### src/jfd_pkg.sv
// shared types and constants for the jpeg frame deframer
package jfd_pkg;

  localparam int unsigned MaxLenWidth = 25;
  localparam logic [MaxLenWidth-1:0] MaxLenReset = 25'd65536;

  localparam logic [31:0] HdrMagicValue = 32'h55AA55AA;
  localparam logic [31:0] HdrBytes = 32'd12;
  localparam logic [31:0] LenMin = 32'd4;
  localparam logic [7:0] MarkFf = 8'hFF;
  localparam logic [7:0] MarkSoi = 8'hD8;
  localparam logic [7:0] MarkEoi = 8'hD9;

  typedef enum logic [2:0] {
    PH_HEADER  = 3'b001,
    PH_PAYLOAD = 3'b010,
    PH_DRAIN   = 3'b100
  } phase_e;

  typedef enum logic [2:0] {
    ST_NONE         = 3'd0,
    ST_DELIVERED    = 3'd1,
    ST_BAD_HEADER   = 3'd2,
    ST_BAD_MARKERS  = 3'd3,
    ST_SINK_REFUSED = 3'd4
  } frame_status_e;

  typedef struct packed {
    logic          payload_valid;
    logic [7:0]    payload_byte;
    frame_status_e frame_status;
    logic [15:0]   frame_index;
    logic [31:0]   frame_length;
    logic [31:0]   bytes_received;
    logic [31:0]   frames_delivered;
    logic [31:0]   frames_lost;
  } result_t;

endpackage

### src/jfd_core.sv
// deframer state and per-word result logic
module jfd_core (
  input  logic                              clk_i,
  input  logic                              rst_ni,
  input  logic                              accept_i,
  input  logic                              req_type_i,
  input  logic [7:0]                        data_byte_i,
  input  logic                              sink_ready_i,
  input  logic                              cfg_wr_en_i,
  input  logic [jfd_pkg::MaxLenWidth-1:0]   cfg_wdata_i,
  output jfd_pkg::result_t                  res_o
);

  logic [jfd_pkg::MaxLenWidth-1:0] max_len_q;
  jfd_pkg::phase_e phase_q, phase_d;
  logic [31:0] off_q, off_d;
  logic [31:0] magic_q, magic_d;
  logic [31:0] len_q, len_d;
  logic [15:0] index_q, index_d;
  logic [15:0] rsvd_q, rsvd_d;
  logic        smo_q, smo_d;
  logic [15:0] last2_q, last2_d;
  logic [31:0] bytes_q, bytes_d;
  logic [31:0] ok_q, ok_d;
  logic [31:0] drop_q, drop_d;
  logic        pv;
  logic [7:0]  pb;
  jfd_pkg::frame_status_e status;
  logic [31:0] off_inc;
  logic        hdr_ok;

  assign off_inc = off_q + 32'd1;

  always_comb begin
    phase_d = phase_q;
    off_d   = off_q;
    magic_d = magic_q;
    len_d   = len_q;
    index_d = index_q;
    rsvd_d  = rsvd_q;
    smo_d   = smo_q;
    last2_d = last2_q;
    bytes_d = bytes_q;
    ok_d    = ok_q;
    drop_d  = drop_q;
    pv      = 1'b0;
    pb      = 8'd0;
    status  = jfd_pkg::ST_NONE;
    hdr_ok  = 1'b0;
    if (req_type_i) begin
      phase_d = jfd_pkg::PH_HEADER;
      off_d   = 32'd0;
    end else begin
      bytes_d = bytes_q + 32'd1;
      case (phase_q)
        jfd_pkg::PH_PAYLOAD: begin
          pv = 1'b1;
          pb = data_byte_i;
          if (off_q == 32'd0) begin
            smo_d = (data_byte_i == jfd_pkg::MarkFf);
          end else if (off_q == 32'd1) begin
            smo_d = smo_q && (data_byte_i == jfd_pkg::MarkSoi);
          end
          last2_d = {last2_q[7:0], data_byte_i};
          if (off_inc >= len_q) begin
            if (!smo_d || last2_d != {jfd_pkg::MarkFf, jfd_pkg::MarkEoi}) begin
              status = jfd_pkg::ST_BAD_MARKERS;
              drop_d = drop_q + 32'd1;
            end else if (!sink_ready_i) begin
              status = jfd_pkg::ST_SINK_REFUSED;
              drop_d = drop_q + 32'd1;
            end else begin
              status = jfd_pkg::ST_DELIVERED;
              ok_d   = ok_q + 32'd1;
            end
            phase_d = jfd_pkg::PH_HEADER;
            off_d   = 32'd0;
          end else begin
            off_d = off_inc;
          end
        end
        jfd_pkg::PH_DRAIN: begin
          if (off_inc >= len_q) begin
            phase_d = jfd_pkg::PH_HEADER;
            off_d   = 32'd0;
          end else begin
            off_d = off_inc;
          end
        end
        default: begin
          // header bytes land in their little-endian lane
          if (off_q < 32'd4) begin
            magic_d[8*off_q[1:0] +: 8] = data_byte_i;
          end else if (off_q < 32'd8) begin
            len_d[8*off_q[1:0] +: 8] = data_byte_i;
          end else if (off_q < 32'd10) begin
            index_d[8*off_q[0] +: 8] = data_byte_i;
          end else begin
            rsvd_d[8*off_q[0] +: 8] = data_byte_i;
          end
          hdr_ok = (magic_d == jfd_pkg::HdrMagicValue) && (rsvd_d == 16'd0) &&
                   (len_d >= jfd_pkg::LenMin) &&
                   (len_d <= {{(32-jfd_pkg::MaxLenWidth){1'b0}}, max_len_q});
          if (off_inc >= jfd_pkg::HdrBytes) begin
            off_d = 32'd0;
            if (hdr_ok) begin
              phase_d = jfd_pkg::PH_PAYLOAD;
              smo_d   = 1'b0;
              last2_d = 16'd0;
            end else begin
              status  = jfd_pkg::ST_BAD_HEADER;
              drop_d  = drop_q + 32'd1;
              phase_d = (len_d == 32'd0) ? jfd_pkg::PH_HEADER : jfd_pkg::PH_DRAIN;
            end
          end else begin
            phase_d = jfd_pkg::PH_HEADER;
            off_d   = off_inc;
          end
        end
      endcase
    end
  end

  always_ff @(posedge clk_i or negedge rst_ni) begin
    if (!rst_ni) begin
      max_len_q <= jfd_pkg::MaxLenReset;
    end else if (cfg_wr_en_i) begin
      max_len_q <= cfg_wdata_i;
    end
  end

  always_ff @(posedge clk_i or negedge rst_ni) begin
    if (!rst_ni) begin
      phase_q <= jfd_pkg::PH_HEADER;
      off_q   <= 32'd0;
      magic_q <= 32'd0;
      len_q   <= 32'd0;
      index_q <= 16'd0;
      rsvd_q  <= 16'd0;
      smo_q   <= 1'b0;
      last2_q <= 16'd0;
      bytes_q <= 32'd0;
      ok_q    <= 32'd0;
      drop_q  <= 32'd0;
    end else if (accept_i) begin
      phase_q <= phase_d;
      off_q   <= off_d;
      magic_q <= magic_d;
      len_q   <= len_d;
      index_q <= index_d;
      rsvd_q  <= rsvd_d;
      smo_q   <= smo_d;
      last2_q <= last2_d;
      bytes_q <= bytes_d;
      ok_q    <= ok_d;
      drop_q  <= drop_d;
    end
  end

  always_comb begin
    res_o.payload_valid    = pv;
    res_o.payload_byte     = pb;
    res_o.frame_status     = status;
    res_o.frame_index      = index_d;
    res_o.frame_length     = len_d;
    res_o.bytes_received   = bytes_d;
    res_o.frames_delivered = ok_d;
    res_o.frames_lost      = drop_d;
  end

endmodule

### src/jfd_out_buf.sv
// two-entry result buffer between the deframer and the output channel
module jfd_out_buf (
  input  logic             clk_i,
  input  logic             rst_ni,
  input  logic             push_i,
  input  jfd_pkg::result_t data_i,
  output logic             full_o,
  output logic             valid_o,
  input  logic             stall_i,
  output jfd_pkg::result_t data_o
);

  jfd_pkg::result_t ent_q [2];
  logic       wr_ptr_q, rd_ptr_q;
  logic [1:0] cnt_q, cnt_d;
  logic       pop;

  assign valid_o = (cnt_q != 2'd0);
  assign full_o  = (cnt_q == 2'd2);
  assign pop     = valid_o && !stall_i;
  assign data_o  = ent_q[rd_ptr_q];

  always_comb begin
    cnt_d = cnt_q;
    if (push_i && !pop) begin
      cnt_d = cnt_q + 2'd1;
    end else if (pop && !push_i) begin
      cnt_d = cnt_q - 2'd1;
    end
  end

  always_ff @(posedge clk_i) begin
    if (push_i) begin
      ent_q[wr_ptr_q] <= data_i;
    end
  end

  always_ff @(posedge clk_i or negedge rst_ni) begin
    if (!rst_ni) begin
      wr_ptr_q <= 1'b0;
      rd_ptr_q <= 1'b0;
      cnt_q    <= 2'd0;
    end else begin
      cnt_q <= cnt_d;
      if (push_i) begin
        wr_ptr_q <= ~wr_ptr_q;
      end
      if (pop) begin
        rd_ptr_q <= ~rd_ptr_q;
      end
    end
  end

endmodule

### src/jpeg_frame_deframer.sv
// jpeg frame deframer top level
// output: each result word is registered in the result buffer, then offered
// throughput: one word per cycle while in_stall_o is low; the two-entry result
// buffer keeps input open with one result held, in_stall_o rises only with two
// reset: async active low, phase to header, headers and counters to zero,
// max_frame_length to 65536; no clearing pass
module jpeg_frame_deframer (
  input  logic                            clk_i,
  input  logic                            rst_ni,
  input  logic                            cfg_wr_en_i,
  input  logic [jfd_pkg::MaxLenWidth-1:0] cfg_wdata_i,
  input  logic                            in_valid_i,
  output logic                            in_stall_o,
  input  logic                            req_type_i,
  input  logic [7:0]                      data_byte_i,
  input  logic                            sink_ready_i,
  output logic                            out_valid_o,
  input  logic                            out_stall_i,
  output logic                            payload_valid_o,
  output logic [7:0]                      payload_byte_o,
  output logic [2:0]                      frame_status_o,
  output logic [15:0]                     frame_index_o,
  output logic [31:0]                     frame_length_o,
  output logic [31:0]                     bytes_received_o,
  output logic [31:0]                     frames_delivered_o,
  output logic [31:0]                     frames_lost_o
);

  logic             accept;
  logic             full;
  jfd_pkg::result_t core_res;
  jfd_pkg::result_t out_res;

  assign in_stall_o = full;
  assign accept     = in_valid_i && !full;

  jfd_core u_core (
    .clk_i        (clk_i),
    .rst_ni       (rst_ni),
    .accept_i     (accept),
    .req_type_i   (req_type_i),
    .data_byte_i  (data_byte_i),
    .sink_ready_i (sink_ready_i),
    .cfg_wr_en_i  (cfg_wr_en_i),
    .cfg_wdata_i  (cfg_wdata_i),
    .res_o        (core_res)
  );

  jfd_out_buf u_out_buf (
    .clk_i   (clk_i),
    .rst_ni  (rst_ni),
    .push_i  (accept),
    .data_i  (core_res),
    .full_o  (full),
    .valid_o (out_valid_o),
    .stall_i (out_stall_i),
    .data_o  (out_res)
  );

  assign payload_valid_o    = out_res.payload_valid;
  assign payload_byte_o     = out_res.payload_byte;
  assign frame_status_o     = out_res.frame_status;
  assign frame_index_o      = out_res.frame_index;
  assign frame_length_o     = out_res.frame_length;
  assign bytes_received_o   = out_res.bytes_received;
  assign frames_delivered_o = out_res.frames_delivered;
  assign frames_lost_o      = out_res.frames_lost;

endmodule

### config.mk
export PLATFORM = sky130hd
export DESIGN_NAME = jpeg_frame_deframer
export DESIGN_NICKNAME = d
export VERILOG_FILES = /design/src/jfd_pkg.sv /design/src/jfd_core.sv /design/src/jfd_out_buf.sv /design/src/jpeg_frame_deframer.sv
export SDC_FILE = /design/constraint.sdc
export NUM_CORES = 1
export LEC_CHECK = 0
export ABC_CLOCK_PERIOD_IN_PS = 16900
export BUFFER_PORTS_ARGS = -buffer_cell sky130_fd_sc_hd__buf_2
export CORE_ASPECT_RATIO = 2
export CORE_UTILIZATION = 42
export CTS_CLUSTER_DIAMETER = 150
export DETAILED_ROUTE_END_ITERATION = 6
export PLACE_DENSITY = 0.69
export SYNTH_ARGS = -nofsm -noshare
export SYNTH_HDL_FRONTEND = slang
export SYNTH_SLANG_ARGS = --single-unit
### constraint.sdc
create_clock -name clk_i -period 16.9 [get_ports clk_i]
set_input_delay 0.845 -clock clk_i [delete_from_list [all_inputs] [get_ports clk_i]]
set_output_delay 0.845 -clock clk_i [all_outputs]
set_load 0.03 [all_outputs]
; ---- Word-level counts from Yosys, hierarchy flattened
; Memory sizes are Yosys's and may differ from the RTL's.
; Index checks and enable logic that the tools add are counted.
; W data, S select, Z words.
[word_totals]
regBits = 265
ramBits = 312
in_bits = 40
output_inout_bits = 158
wordCells = 145
n_memories = 1
[op_classes]
n_addsub = 8
order_cmp = 7
eq_ne = 9
n_shift = 4
n_mux = 71
bitwise_logic = 5
n_reduce_logical = 25
[memory_table]
columns = memory, depth, word_bits, rd, rd_ports_with_merged_regs, write_ports, line
row1 = u_out_buf.ent_q, 2, 156, 1, 0, 1, jfd_out_buf.sv:13  ; jfd_pkg::result_t ent_q [2];
[op_table]
columns = operator, n
row1 = $mux W32, 25
row2 = $mux W16, 10
row3 = $add A32 B1 Y32 const B, 4
row4 = $bwmux W32, 2
row5 = $logic_not A32 Y1, 2
row6 = $lt A32 B4 Y1 const B, 2
row7 = $pmux W32 S2, 1
row8 = $neg A4 Y34, 1
row9 = $neg A5 Y34, 1
row10 = $shift A8 B34 Y16 const A, 1
row11 = $shift A8 B34 Y32 const A, 1
row12 = $shiftx A8 B34 Y16, 1
row13 = $shiftx A8 B34 Y32, 1
row14 = $mux W3, 11
row15 = $bwmux W16, 2
row16 = $eq A32 B1 Y1 const B, 1
row17 = $eq A32 B31 Y1 const B, 1
row18 = $ge A32 B3 Y1 const B, 1
row19 = $ge A32 B32 Y1, 1
row20 = $ge A32 B4 Y1 const B, 1
row21 = $le A32 B25 Y1, 1
row22 = $lt A32 B3 Y1 const B, 1
row23 = $mux W8, 4
row24 = $eq A8 B8 Y1 const B, 2
row25 = other kinds (22), 51

; ---- Logic depth before layout (Yosys ltp)
; Gate-level depths: netlist (run 1).
[logic_depth]
word_depth = 16
mapped_depth = 22
mapped_depth_nobuf = 18

; ---- Hierarchy
; Synthesis (run 1) repeated with hierarchy kept, for this count alone.
[unflattened]
hier_cells = 2441
area_unflattened_um2 = 28168.3
[by_module_without_submodules]
columns = mod, instances, cells_per_inst, area_per_inst_um2, seq_area_each_um2
row1 = jfd_core, 1, 1939, 16698.5, 6533.8
row2 = jfd_out_buf, 1, 501, 11456.0, 9469.1
row3 = jpeg_frame_deframer, 1, 1, 13.8, 0.0

; ---- Worst setup path before layout (run 1)
; Ideal clock, no wire load.
[synth_timing]
path_kind = input -> register
start = input in_valid_i
end = memory u_out_buf.ent_q[0][0] (netlist bit), enable pin
arrival_time_ns = 7.853
required_time_ns = 16.225
path_slack_ns = 8.373
cell_stages = 4
n_path_buf = 2
path_cell_list = nand2_1 > clkbuf_1 > buf_1 > nor2_1
[synth_via]
elab_chain_cells = 3
[synth_rtl]
columns = item, line
row1 = from (decl), jpeg_frame_deframer.sv:12  ; input logic in_valid_i,
row2 = $logic_and A1 B1 Y1, jpeg_frame_deframer.sv:35  ; assign accept = in_valid_i && !full;
row3 = $mux W1, jfd_out_buf.sv:33  ; if (push_i) begin
row4 = $mux W1 (not written as such), jfd_out_buf.sv:34  ; ent_q[wr_ptr_q] <= data_i;
row5 = to (decl), jfd_out_buf.sv:13
; Every way passes these cells.

==> metrics.txt, run 1 <==
measured slew at the worst slew-check pin 1.304 ns; RSZ-0062 raised after global routing no; Buf+Inv Stages, Crit Path 1; setup bufs post-CTS 0; maximum clock rate 139.8 MHz; drt drc 0; Top FF cell, synth edfxtp_1; reg2reg setup slack 9.75 ns; peak supply drop 97.21 uV; routed vias/inst 5.577; Initial Util 42.53%; P_int 2944 uW; CTS tree built; FF-to-FF Start u_core.off_q[0]$_DFFE_PN0P_; Comb pwr share 33.6%; clock skew 0.01891 ns; cell-by-cell trace of the critical path ha_1, nand4_1, nor4_1, nand4_1, xor2_1, inv_1, ha_1, nand4_1, or2_2, nor3_1, nand3_1, a311oi_1, or3_1, and3_1, nand4_1, nor3_1, xor2_1; first-pass GRT wire length 119.0 mm; post-placement cell count 3,449; CP max stage cell nor4_1; crit-path max cell delay 1.10 ns; startpoint types register; cells resized by post-CTS repair 0; outcome finished, final reports clean; routability congestion estimate 0.9748; cell with the most instances after synthesis edfxtp_1; fin crit share 42.33%; type of the worst setup path reg -> reg; switching share of power 37.29%; gr usage total 23.17%; final WL 78.84 mm; per-cell routed wire length 22.25 um; hold-fix buffers at CTS 0; antenna-violating nets left 0; CTS Sinks 577; Overflow after GRT 0; first-pass iteration count of the detailed router 7; H-tree depth 2; Post-Syn Area 0.02845 mm^2; Final setup violation count 0; NetSw 1751 uW; clk_lat worst skew 0.60 ns; CP arrival 7.49 ns; fin nets 2,725; initial antenna violation count 1; vias in the first global route 20,150; most frequent cells after synthesis edfxtp_1 (312), nand2_1 (309), dfrtp_1 (263), mux2_2 (206), o21ai_0 (143); filler-free cell count of the finished design 3,544; Buffers on Ports 197; Tot Pwr 4695 uW; clk slew on worst S/H paths 0.07 ns; top-area cell type share of the netlist area 32.93%; Die Span X 186.0 um; CP required 17.23 ns; Synth area leaders edfxtp_1 (33%), dfrtp_1 (23%), mux2_2 (8.2%); Slew headroom 12.27%; Fin. Hold Viols 0; post-synthesis register bit count 577; most frequent CP cell nand4_1; core area 0.06690 mm^2; HP Class in -> async; min Tclk post-route 7.153 ns; Syn Area/Cell 11.48 um^2; Ports 198; Clk pwr share 24.8%; cell depth of the worst setup path 17; Iter 0 DRT Violations 1,053; Worst Path Max Fanout 27; diode count 0; total CTS buffers 51; R2R cell count 17; pwr/cell area 147.7 mW/mm^2; Mapped Cells 2,478; ys async rst share 45.93%; Flop pwr share 41.6%; post-synthesis sequential area ratio 56.25%; Root Driver clkbuf_16; via count 19,770; Clock Tree Buf Depth 3; synthesis warning total 0; synthesized net count 2,585; CP top delay family simple AND/OR/NAND/NOR gates; Slew Limit Fails 0; die footprint 0.06885 mm^2; post-synth cell types 81; Static Leak 0.01339 uW; RR Endpoint u_out_buf.ent_q[1][63]$_DFFE_PP_; synthesis-to-layout area growth 11.76%; largest net degree at the start of global routing 97; chip height 370.1 um; setup TNS 0 ns; crit end category register; Detail Placement HPWL 57.49 mm; Max-Cap Viols 0; Placement Rows 134; largest area contributor in the synthesized netlist edfxtp_1; Post-synth EDFFs 312; layout cells sized above 1 21.05%
[layout by cell type, fill, tap and decap left out, types with 12 or more instances in the layout]
| cell | count |
|---|---|
| a21o_1 | 19 |
| a21oi_1 | 57 |
| a22o_1 | 28 |
| and2_1 | 20 |
| and3_1 | 45 |
| and4_1 | 15 |
| buf_2 | 196 |
| buf_4 | 24 |
| clkbuf_1 | 14 |
| clkbuf_16 | 53 |
| clkinv_2 | 12 |
| dfrtp_1 | 262 |
| edfxtp_1 | 312 |
| ha_1 | 67 |
| inv_1 | 91 |
| mux2_2 | 206 |
| mux2i_1 | 13 |
| nand2_1 | 308 |
| nand3_1 | 79 |
| nand4_1 | 59 |
| nor2_1 | 126 |
| nor3_1 | 55 |
| nor3_2 | 27 |
| nor4_1 | 33 |
| o21ai_0 | 143 |
| o31ai_1 | 12 |
| or3_1 | 14 |
| xnor2_1 | 91 |
| xor2_1 | 114 |
[state kept, by name, summed over array words and instances, names as in the netlist, 25 cells and up]
name / count
u_out_buf.ent_q: 312
u_core.drop_q: 32
u_core.len_q: 32
u_core.magic_q: 32
u_core.bytes_q: 32
u_core.max_len_q: 25
u_core.ok_q: 32
u_core.off_q: 32
[how the worst max path moves through the flow]
stage                            startpoint                                to
2_1_floorplan                    in_valid_i   u_out_buf.ent_q[0][0]$_DFFE_PP_
3_3_place_gp   u_core.off_q[17]$_DFFE_PN0P_   u_out_buf.ent_q[0][1]$_DFFE_PP_
3_5_place_dp    u_core.off_q[0]$_DFFE_PN0P_  u_out_buf.ent_q[0][63]$_DFFE_PP_
4_1_cts         u_core.off_q[0]$_DFFE_PN0P_  u_out_buf.ent_q[1][63]$_DFFE_PP_
5_1_grt         u_core.off_q[0]$_DFFE_PN0P_   u_out_buf.ent_q[1][1]$_DFFE_PP_
6_report        u_core.off_q[0]$_DFFE_PN0P_  u_out_buf.ent_q[1][63]$_DFFE_PP_
[worst register-to-register path: cells and delay by family (launching register included)]
kind            cells  cell delay, ns
compound gates      1            0.31
xor+xnor            2            0.63
fa+ha+maj           2            0.76
buf+inv             1            0.10
flops               1            0.96
simple gates       11            4.13
[metrics by stage]
stage	utilization, %	area (um^2)	hold slack [ns]	setup WS [ns]
final	47.53	31800	0.2838	9.747
after global routing	47.53	31800	0.3428	9.265
after CTS	47.53	31800	0.3326	9.960
after detailed placement	45.08	30160	0.4636	9.943
after global placement	45.08	30160	0.4527	10.13
after floorplan	-	28450	0.4412	8.373
[power by group through the flow]
stage                     Combinational (uW)  Sequential [uW]  Clock (uW)
after floorplan                         1140             1940           0
after global placement                  1580             1970           0
after detailed placement                1590             1980           0
after CTS                               1600             1950        1190
after global routing                    1700             1980        1240
final                                   1580             1950        1170
[cells by family (layout without fill, tap and decap cells)]
kind of cell               Yosys count  in the layout  synth area share [%]
adders and majority gates           67             67                 2.946
xor gates and xnor gates           205            205                 6.311
and+or+nand+nor                    846            846                 15.00
buffers and inverters              226            408                 3.347
muxes                              220            220                 8.650
DFF                                577            577                 56.25
AOI/OAI and AO/OA                  337            337                 7.498
[layout make-up]
class                   instances  area, um^2
multi-input cells            1675       11520
fillers                      6041       35100
well taps                     884        1106
clock inverters                24       207.7
clock buffers                  71        1434
repair buffers                221        1176
flip-flops and latches        577       16010
inverters                      92       345.3
[metal layers]
| layer | GRT usage [%] | vias to the layer above | share of wire [%] |
|---|---|---|---|
| met2 | 43.59 | 586 | 54 |
| met3 | 2.615 | 225 | 4.0 |
| met4 | 14.83 | 0 | 6.7 |
| li1 | - | 9178 | - |
| met5 | 0 | - | 0 |
| met1 | 23.78 | 9777 | 35 |
Note: power is estimated with default switching activity, not from simulation.
==> run 2, diff against run 1 <==
- ABC_AREA: unset -> 1
- ABC_CLOCK_PERIOD_IN_PS: 16900 -> 6600
- clock period: 16.9 -> 6.6 ns (I/O delays scaled with it)
==> run 2 against run 1 <==
Against the previous run: count of clock-buffer cells in the layout decreased by 6; sequential cell count unchanged; largest power group is now combinational logic; power increased to 3.1 times the previous value; core utilization increased by 0.21 points; highest routed layer is now met5; clock power increased to 2.8 times the previous value; first-iteration DRC count increased by 59%; design area increased by 7.6%.
==> metrics.txt, run 2 <==
routed vias/inst 5.219 (was 5.577); post-layout util 47.74% (was 47.53%); Static Leak 0.01567 uW (was 0.01339 uW); post-synthesis adder-cell area fraction 2.765% (was 2.946%); cell-by-cell trace of the critical path inv_2, nor3_1, nand2_1, nor2_1, xor2_1, inv_1, ha_1, nand2_1, nor4_1, nand4_1, nand3_1, buf_4, nand2_1, nor2_2, nand2_1, nor2_1, nand2_1, a22oi_1, nand2_1, o21ai_0 (was ha_1, nand4_1, nor4_1, nand4_1, xor2_1, inv_1, ha_1, nand4_1, or2_2, nor3_1, nand3_1, a311oi_1, or3_1, and3_1, nand4_1, nor3_1, xor2_1); Syn Area/Cell 8.238 um^2 (was 11.48 um^2); Iter 0 DRT Violations 1,672 (was 1,053); met3 usage 2.638% (was 2.615%); via count 25,060 (was 19,770); vias in the first global route 24,380 (was 20,150); Die Span X 192.0 um (was 186.0 um); Largest Register u_out_buf.ent_q (unchanged); NetSw 6415 uW (was 1751 uW); min Tclk post-route 5.230 ns (was 7.153 ns); Flop pwr share 37.1% (was 41.6%); Comb pwr share 41.0% (was 33.6%); Fin. Hold Viols 0 (unchanged); Slew Limit Fails 0 (unchanged); CP top delay family simple AND/OR/NAND/NOR gates (unchanged); Detail Placement HPWL 63.91 mm (was 57.49 mm); Root Driver clkbuf_16 (unchanged); max reg flops 312 (unchanged); first-pass iteration count of the detailed router 6 (was 7); Synth Area in Simple Gates 26.23% (was 15.00%); placed inst area 0.03213 mm^2 (was 0.03016 mm^2); mux contribution to synthesized area 0.07017% (was 8.650%); top-area cell type share of the netlist area 30.91% (was 32.93%); Synth area leaders edfxtp_1 (31%), dfrtp_1 (22%), nand2_1 (18%) (was edfxtp_1 (33%), dfrtp_1 (23%), mux2_2 (8.2%)); pwr/cell area 430.4 mW/mm^2 (was 147.7 mW/mm^2); layout cells sized above 1 9.936% (was 21.05%); largest area contributor in the synthesized netlist edfxtp_1 (unchanged); drt drc 0 (unchanged); gr usage total 24.57% (was 23.17%); Compound-Gate Fraction of Synth Area 8.560% (was 7.498%); largest net degree at the start of global routing 137 (was 97); Final setup violation count 0 (unchanged); routability congestion estimate 1.013 (was 0.9748); H-tree depth 2 (unchanged); post-synthesis register bit count 577 (unchanged); CP arrival 5.75 ns (was 7.49 ns); per-cell routed wire length 18.61 um (was 22.25 um); CTS tree built (unchanged); chip height 381.9 um (was 370.1 um); initial antenna violation count 4 (was 1); outcome finished, final reports clean (unchanged); Post-Synth XOR/XNOR Area 2.889% (was 6.311%); core area 0.07165 mm^2 (was 0.06690 mm^2); startpoint types register (unchanged); most common cell after layout, fill and taps aside nand2_1 (was edfxtp_1); type of the worst setup path reg -> reg (unchanged); largest family of logic cells by synthesized area simple AND/OR/NAND/NOR gates (unchanged); Initial Util 42.31% (was 42.53%); Worst Path Max Fanout 9 (was 27); Post-synth EDFFs 312 (unchanged); Buf+Inv Stages, Crit Path 3 (was 1); Top FF cell, synth edfxtp_1 (unchanged); Overflow after GRT 0 (unchanged); synthesis-to-layout area growth 12.84% (was 11.76%); most frequent cells in the layout nand2_1 (1,419), inv_1 (345), edfxtp_1 (312), o21ai_0 (306), dfrtp_1 (262) (was edfxtp_1 (312), nand2_1 (308), dfrtp_1 (262), mux2_2 (206), buf_2 (196)); synthesized net count 3,787 (was 2,585); met1 usage 26.34% (was 23.78%); P_int 8306 uW (was 2944 uW); post-synth cell types 47 (was 81); Max-Cap Viols 0 (unchanged); Hold Slack 0.05420 ns (was 0.2838 ns); fin crit share 79.24% (was 42.33%); Placement Rows 139 (was 134); cells resized by post-CTS repair 0 (unchanged); maximum clock rate 191.2 MHz (was 139.8 MHz); RSZ-0062 raised after global routing no (unchanged); HP Class in -> reg (was in -> async); total CTS buffers 52 (was 51); crit end category register (unchanged); setup TNS 0 ns (unchanged); post-synthesis sequential area ratio 52.79% (was 56.25%); Post-Syn Area 0.03031 mm^2 (was 0.02845 mm^2); CP max stage cell nor4_1 (unchanged); cell with the most instances after synthesis nand2_1 (was edfxtp_1); Buffers on Ports 197 (unchanged); final WL 89.38 mm (was 78.84 mm); fin nets 3,948 (was 2,725); measured slew at the worst slew-check pin 1.090 ns (was 1.304 ns); most frequent cells after synthesis nand2_1 (1,419), inv_1 (346), edfxtp_1 (312), o21ai_0 (306), dfrtp_1 (263) (was edfxtp_1 (312), nand2_1 (309), dfrtp_1 (263), mux2_2 (206), o21ai_0 (143)); synthesis warning total 0 (unchanged); antenna-violating nets left 0 (unchanged); Clk pwr share 21.9% (was 24.8%); die footprint 0.07332 mm^2 (was 0.06885 mm^2); switching share of power 43.58% (was 37.29%); peak supply drop 375.9 uV (was 97.21 uV); Slew headroom 27.37% (was 12.27%); Clock Tree Buf Depth 3 (unchanged); Mapped Cells 3,680 (was 2,478); cell area after layout 0.03421 mm^2 (was 0.03180 mm^2); clk_lat worst skew 0.62 ns (was 0.60 ns); Ports 198 (unchanged); M2 GR Usage 44.56% (was 43.59%); crit-path max cell delay 0.70 ns (was 1.10 ns); clk slew on worst S/H paths 0.07 ns (about the same); CP required 7.12 ns (was 17.23 ns); first-pass GRT wire length 137.2 mm (was 119.0 mm); most frequent CP cell nand2_1 (was nand4_1); CTS Sinks 577 (unchanged); GRT busiest layer met2 (unchanged); clock skew 0.03600 ns (was 0.01891 ns); ys async rst share 45.93% (unchanged)
## run 2: cells by family (layout without fill, tap and decap cells)
logic type | Yosys count | after routing
flops | 577 | 577
xor+xnor | 100 | 100
other cells | 0 | 1
simple gates | 1944 | 1944
fa+ha+maj | 67 | 67
mux | 2 | 2
buf+inv | 511 | 716
compound gates | 479 | 479
## run 2: cell type report
cell class	instances	area, um^2
Clock inverter	33	370.4
Inverter	360	1359
Tap cell	916	1146
Timing Repair Buffer	258	1556
Antenna cell	1	2.502
Clock buffer	65	1443
Sequential cell	577	16010
Multi-Input combinational cell	2592	12320
Fill cell	6864	37450
## run 2: path summary, 6_finish.rpt
kind                                                 from                        endpoint  slack (ns)  cells past startpoint
max                           u_core.off_q[6]$_DFFE_PN0P_      u_core.ok_q[6]$_DFFE_PN0P_        1.37                     20
max reg2reg                   u_core.off_q[6]$_DFFE_PN0P_      u_core.ok_q[6]$_DFFE_PN0P_        1.37                     20
min                                           out_stall_i  u_out_buf.rd_ptr_q$_DFFE_PN0P_        0.05                      4
min in group asynchronous                          rst_ni   u_core.drop_q[24]$_DFFE_PN0P_        0.31                      2
max in group asynchronous                          rst_ni  u_out_buf.rd_ptr_q$_DFFE_PN0P_        4.85                      3
min reg2reg                u_core.magic_q[10]$_DFFE_PN0P_  u_core.magic_q[10]$_DFFE_PN0P_        0.48                      2
## run 2: per-stage QoR
stage / std cells / setup WS, ns / power (uW)
2_1_floorplan: 3680 / 1.077 / 9624
3_3_place_gp: 4677 / 1.599 / 11460
3_5_place_dp: 4677 / 1.447 / 11560
4_1_cts: 4801 / 1.434 / 14830
5_1_grt: 4801 / 0.8744 / 15670
6_report: 4802 / 1.370 / 14720
## run 2: repair_timing
item / 4_1_cts / 5_1_grt
setup endpoints to repair: 0 / 0
setup buffers: 0 / 0
hold buffers: 26 / 0
hold endpoints to repair: 107 / 0
## run 2: worst reg2reg max path: cells and delay by family, from the launching register on
kind	cells	cell delay, ns
xor+xnor	1	0.42
flops	1	0.50
compound gates	2	0.33
simple gates	13	3.12
buf+inv	3	0.45
fa+ha+maj	1	0.31
## run 2: power by group through the flow
stage | sequential [uW] | combinational (uW) | clock [uW]
after floorplan | 5390 | 4230 | 0
after global placement | 5490 | 5970 | 0
after detailed placement | 5520 | 6040 | 0
after CTS | 5450 | 6080 | 3300
after global routing | 5550 | 6690 | 3420
final | 5460 | 6040 | 3220
## run 2: layer usage
layer,wire [um],vias up
met3,3891,295
met4,6811,6
met5,36,-
met2,46170,777
li1,-,12250
met1,32480,11730
==> run 3, diff against run 2 <==
- ABC_CLOCK_PERIOD_IN_PS: 6600 -> 4400
- PLACE_DENSITY: 0.69 -> 0.71
- clock period: 6.6 -> 4.4 ns (I/O delays scaled with it)
==> run 3 against run 2 <==
Against the previous run: sequential cell count stayed put; critical path depth is 4 higher; power is 53% higher; fmax is 22% higher; largest power group unchanged; largest cell class unchanged; highest routed layer is now met4; die area stayed put.
==> metrics.txt, run 3 (same netlist as run 2, synthesis figures left out) <==
outcome finished, final reports clean (unchanged); max reg flops 312 (unchanged); via count 25,830 (was 25,060); CP max stage cell dfrtp_2 (was nor4_1); initial antenna violation count 1 (was 4); maximum clock rate 232.7 MHz (was 191.2 MHz); Overflow after GRT 0 (unchanged); final WL 90.84 mm (was 89.38 mm); peak supply drop 1399 uV (was 375.9 uV); critical path launch point u_core.off_q[0]$_DFFE_PN0P_ (was u_core.off_q[6]$_DFFE_PN0P_); P_int 12,670 uW (was 8306 uW); placed inst area 0.03328 mm^2 (was 0.03213 mm^2); cell-by-cell trace of the critical path nand3_2, nor2_4, buf_4, nand2_2, nor2_4, nand2_2, nor2_2, xor2_1, inv_1, ha_1, nand3_1, nor4_2, buf_4, nand4_1, nand3_2, buf_4, nand2_1, inv_2, nand4_1, buf_4, nor2_2, xor2_2, nand2_1, nand2_1 (was inv_2, nor3_1, nand2_1, nor2_1, xor2_1, inv_1, ha_1, nand2_1, nor4_1, nand4_1, nand3_1, buf_4, nand2_1, nor2_2, nand2_1, nor2_1, nand2_1, a22oi_1, nand2_1, o21ai_0); Detail Placement HPWL 64.45 mm (was 63.91 mm); Buffers on Ports 197 (unchanged); diode count 0 (was 1); CP required 4.96 ns (was 7.12 ns); Initial Util 42.31% (unchanged); CP arrival 4.86 ns (was 5.75 ns); Iter 0 DRT Violations 1,711 (was 1,672); Clock Tree Buf Depth 3 (unchanged); CP top delay family simple AND/OR/NAND/NOR gates (unchanged); CTS Sinks 577 (unchanged); FF-to-FF Start u_core.off_q[0]$_DFFE_PN0P_ (was u_core.off_q[6]$_DFFE_PN0P_); crit end category register (unchanged); startpoint types register (unchanged); H-tree depth 2 (unchanged); switching share of power 43.71% (was 43.58%); fin nets 4,093 (was 3,948); clk slew on worst S/H paths 0.07 ns (about the same); most frequent cells in the layout nand2_1 (1,407), inv_1 (342), edfxtp_1 (312), o21ai_0 (304), dfrtp_1 (259) (was nand2_1 (1,419), inv_1 (345), edfxtp_1 (312), o21ai_0 (306), dfrtp_1 (262)); antenna-violating nets left 0 (unchanged); Comb pwr share 43.7% (was 41.0%); Fin. Hold Viols 0 (unchanged); per-cell routed wire length 18.37 um (was 18.61 um); Slew Limit Fails 0 (unchanged); filler cell count 6,793 (was 6,864); routability congestion estimate 1.039 (was 1.013); RSZ-0062 raised after global routing yes (was no); Clk pwr share 20.3% (was 21.9%); Tot Pwr 22,500 uW (was 14,720 uW); Largest Register u_out_buf.ent_q (unchanged); HP Class in -> reg (unchanged); Max-Cap Viols 0 (unchanged); measured slew at the worst slew-check pin 1.280 ns (was 1.090 ns); Buf+Inv Stages, Crit Path 6 (was 3); crit-path max cell delay 0.45 ns (was 0.70 ns); CTS tree built (unchanged); synthesis-to-layout area growth 17.46% (was 12.84%); routed vias/inst 5.224 (was 5.219); first-pass iteration count of the detailed router 5 (was 6); most frequent CP cell buf_4 (was nand2_1); Final setup violation count 0 (unchanged); most common cell after layout, fill and taps aside nand2_1 (unchanged); Root Driver clkbuf_16 (unchanged); NetSw 9834 uW (was 6415 uW); Static Leak 0.01641 uW (was 0.01567 uW); Ports 198 (unchanged); Flop pwr share 36.0% (was 37.1%); gr usage total 24.78% (was 24.57%); die footprint 0.07332 mm^2 (unchanged); vias in the first global route 25,030 (was 24,380); chip height 381.9 um (unchanged); Hold Slack 0.07725 ns (was 0.05420 ns); Placement Rows 139 (unchanged); Slew headroom 14.65% (was 27.37%); Worst Path Max Fanout 4 (was 9); fin crit share 97.67% (was 79.24%); min Tclk post-route 4.298 ns (was 5.230 ns); cell area after layout 0.03561 mm^2 (was 0.03421 mm^2); clk_lat worst skew 0.64 ns (was 0.62 ns); pwr/cell area 631.9 mW/mm^2 (was 430.4 mW/mm^2); Die Span X 192.0 um (unchanged); largest net degree at the start of global routing 165 (was 137); first-pass GRT wire length 138.3 mm (was 137.2 mm); post-layout util 49.69% (was 47.74%); total CTS buffers 51 (was 52); type of the worst setup path reg -> reg (unchanged); Hold Crit Start data_byte_i[6] (was out_stall_i); core area 0.07165 mm^2 (unchanged); clock skew 0.04879 ns (was 0.03600 ns); layout cells sized above 1 14.54% (was 9.936%); drt drc 0 (unchanged)
run 3: metal layers:
metal / vias to the layer above / part of all wire (%) / GRT usage, %
met5: - / 0 / 0
met4: 0 / 8.0 / 18.02
met3: 297 / 4.7 / 2.757
met2: 856 / 52 / 44.81
met1: 12130 / 35 / 26.13
li1: 12550 / - / -
run 3: worst paths after layout:
kind / to / slack, ns / depth (start not counted)
max in group asynchronous: u_core.off_q[0]$_DFFE_PN0P_ / 3.00 / 3
min reg2reg: u_core.magic_q[28]$_DFFE_PN0P_ / 0.48 / 2
max reg2reg: u_core.ok_q[24]$_DFFE_PN0P_ / 0.10 / 24
min: u_core.last2_q[6]$_DFFE_PN0P_ / 0.08 / 3
min in group asynchronous: u_core.drop_q[27]$_DFFE_PN0P_ / 0.17 / 2
max: u_core.ok_q[24]$_DFFE_PN0P_ / 0.10 / 24
run 3: layout make-up:
cell class	instances	area, um^2	share of cell area (%)
sequential	577	16010	44.96
multi-input combinational	2593	12590	35.35
timing repair buffer	403	2815	7.906
inverter	360	1356	3.809
clock buffer	60	1340	3.763
tap	916	1146	3.219
clock inverter	36	352.8	0.9909
run 3: timing repair:
action,in CTS,in global routing
endpoints found under the hold margin,124,0
resized for setup,5,66
setup endpoints to repair,94,188
buffers inserted,0,10
pin swaps,0,20
gates cloned,0,1
hold buffers,28,0
run 3: metrics by stage:
| stage | setup WS [ns] | cells | TNS [ns] |
|---|---|---|---|
| 2_1_floorplan | 0.4200 | 3680 | 0 |
| 3_3_place_gp | -0.1292 | 4810 | -2.469 |
| 3_5_place_dp | -0.1744 | 4810 | -5.749 |
| 5_1_grt | -0.07217 | 4945 | -0.6361 |
| 6_report | 0.1024 | 4945 | 0 |
| 4_1_cts | 0.02316 | 4934 | 0 |
run 3: power groups by stage:
stage	Sequential [uW]	Clock, uW	Combinational [uW]
floorplan	8040	0	6350
global placement	8140	0	9570
detailed placement	8180	0	9700
CTS	8080	4680	9760
global route	8240	4860	10800
finish	8100	4570	9830
run 3: worst register-to-register path: cells and delay by family (launching register included):
| family | cells | cell delay [ns] |
|---|---|---|
| xor gates and xnor gates | 2 | 0.48 |
| adders and majority gates | 1 | 0.32 |
| buffers and inverters | 6 | 0.89 |
| DFF | 1 | 0.45 |
| and+or+nand+nor | 15 | 2.13 |
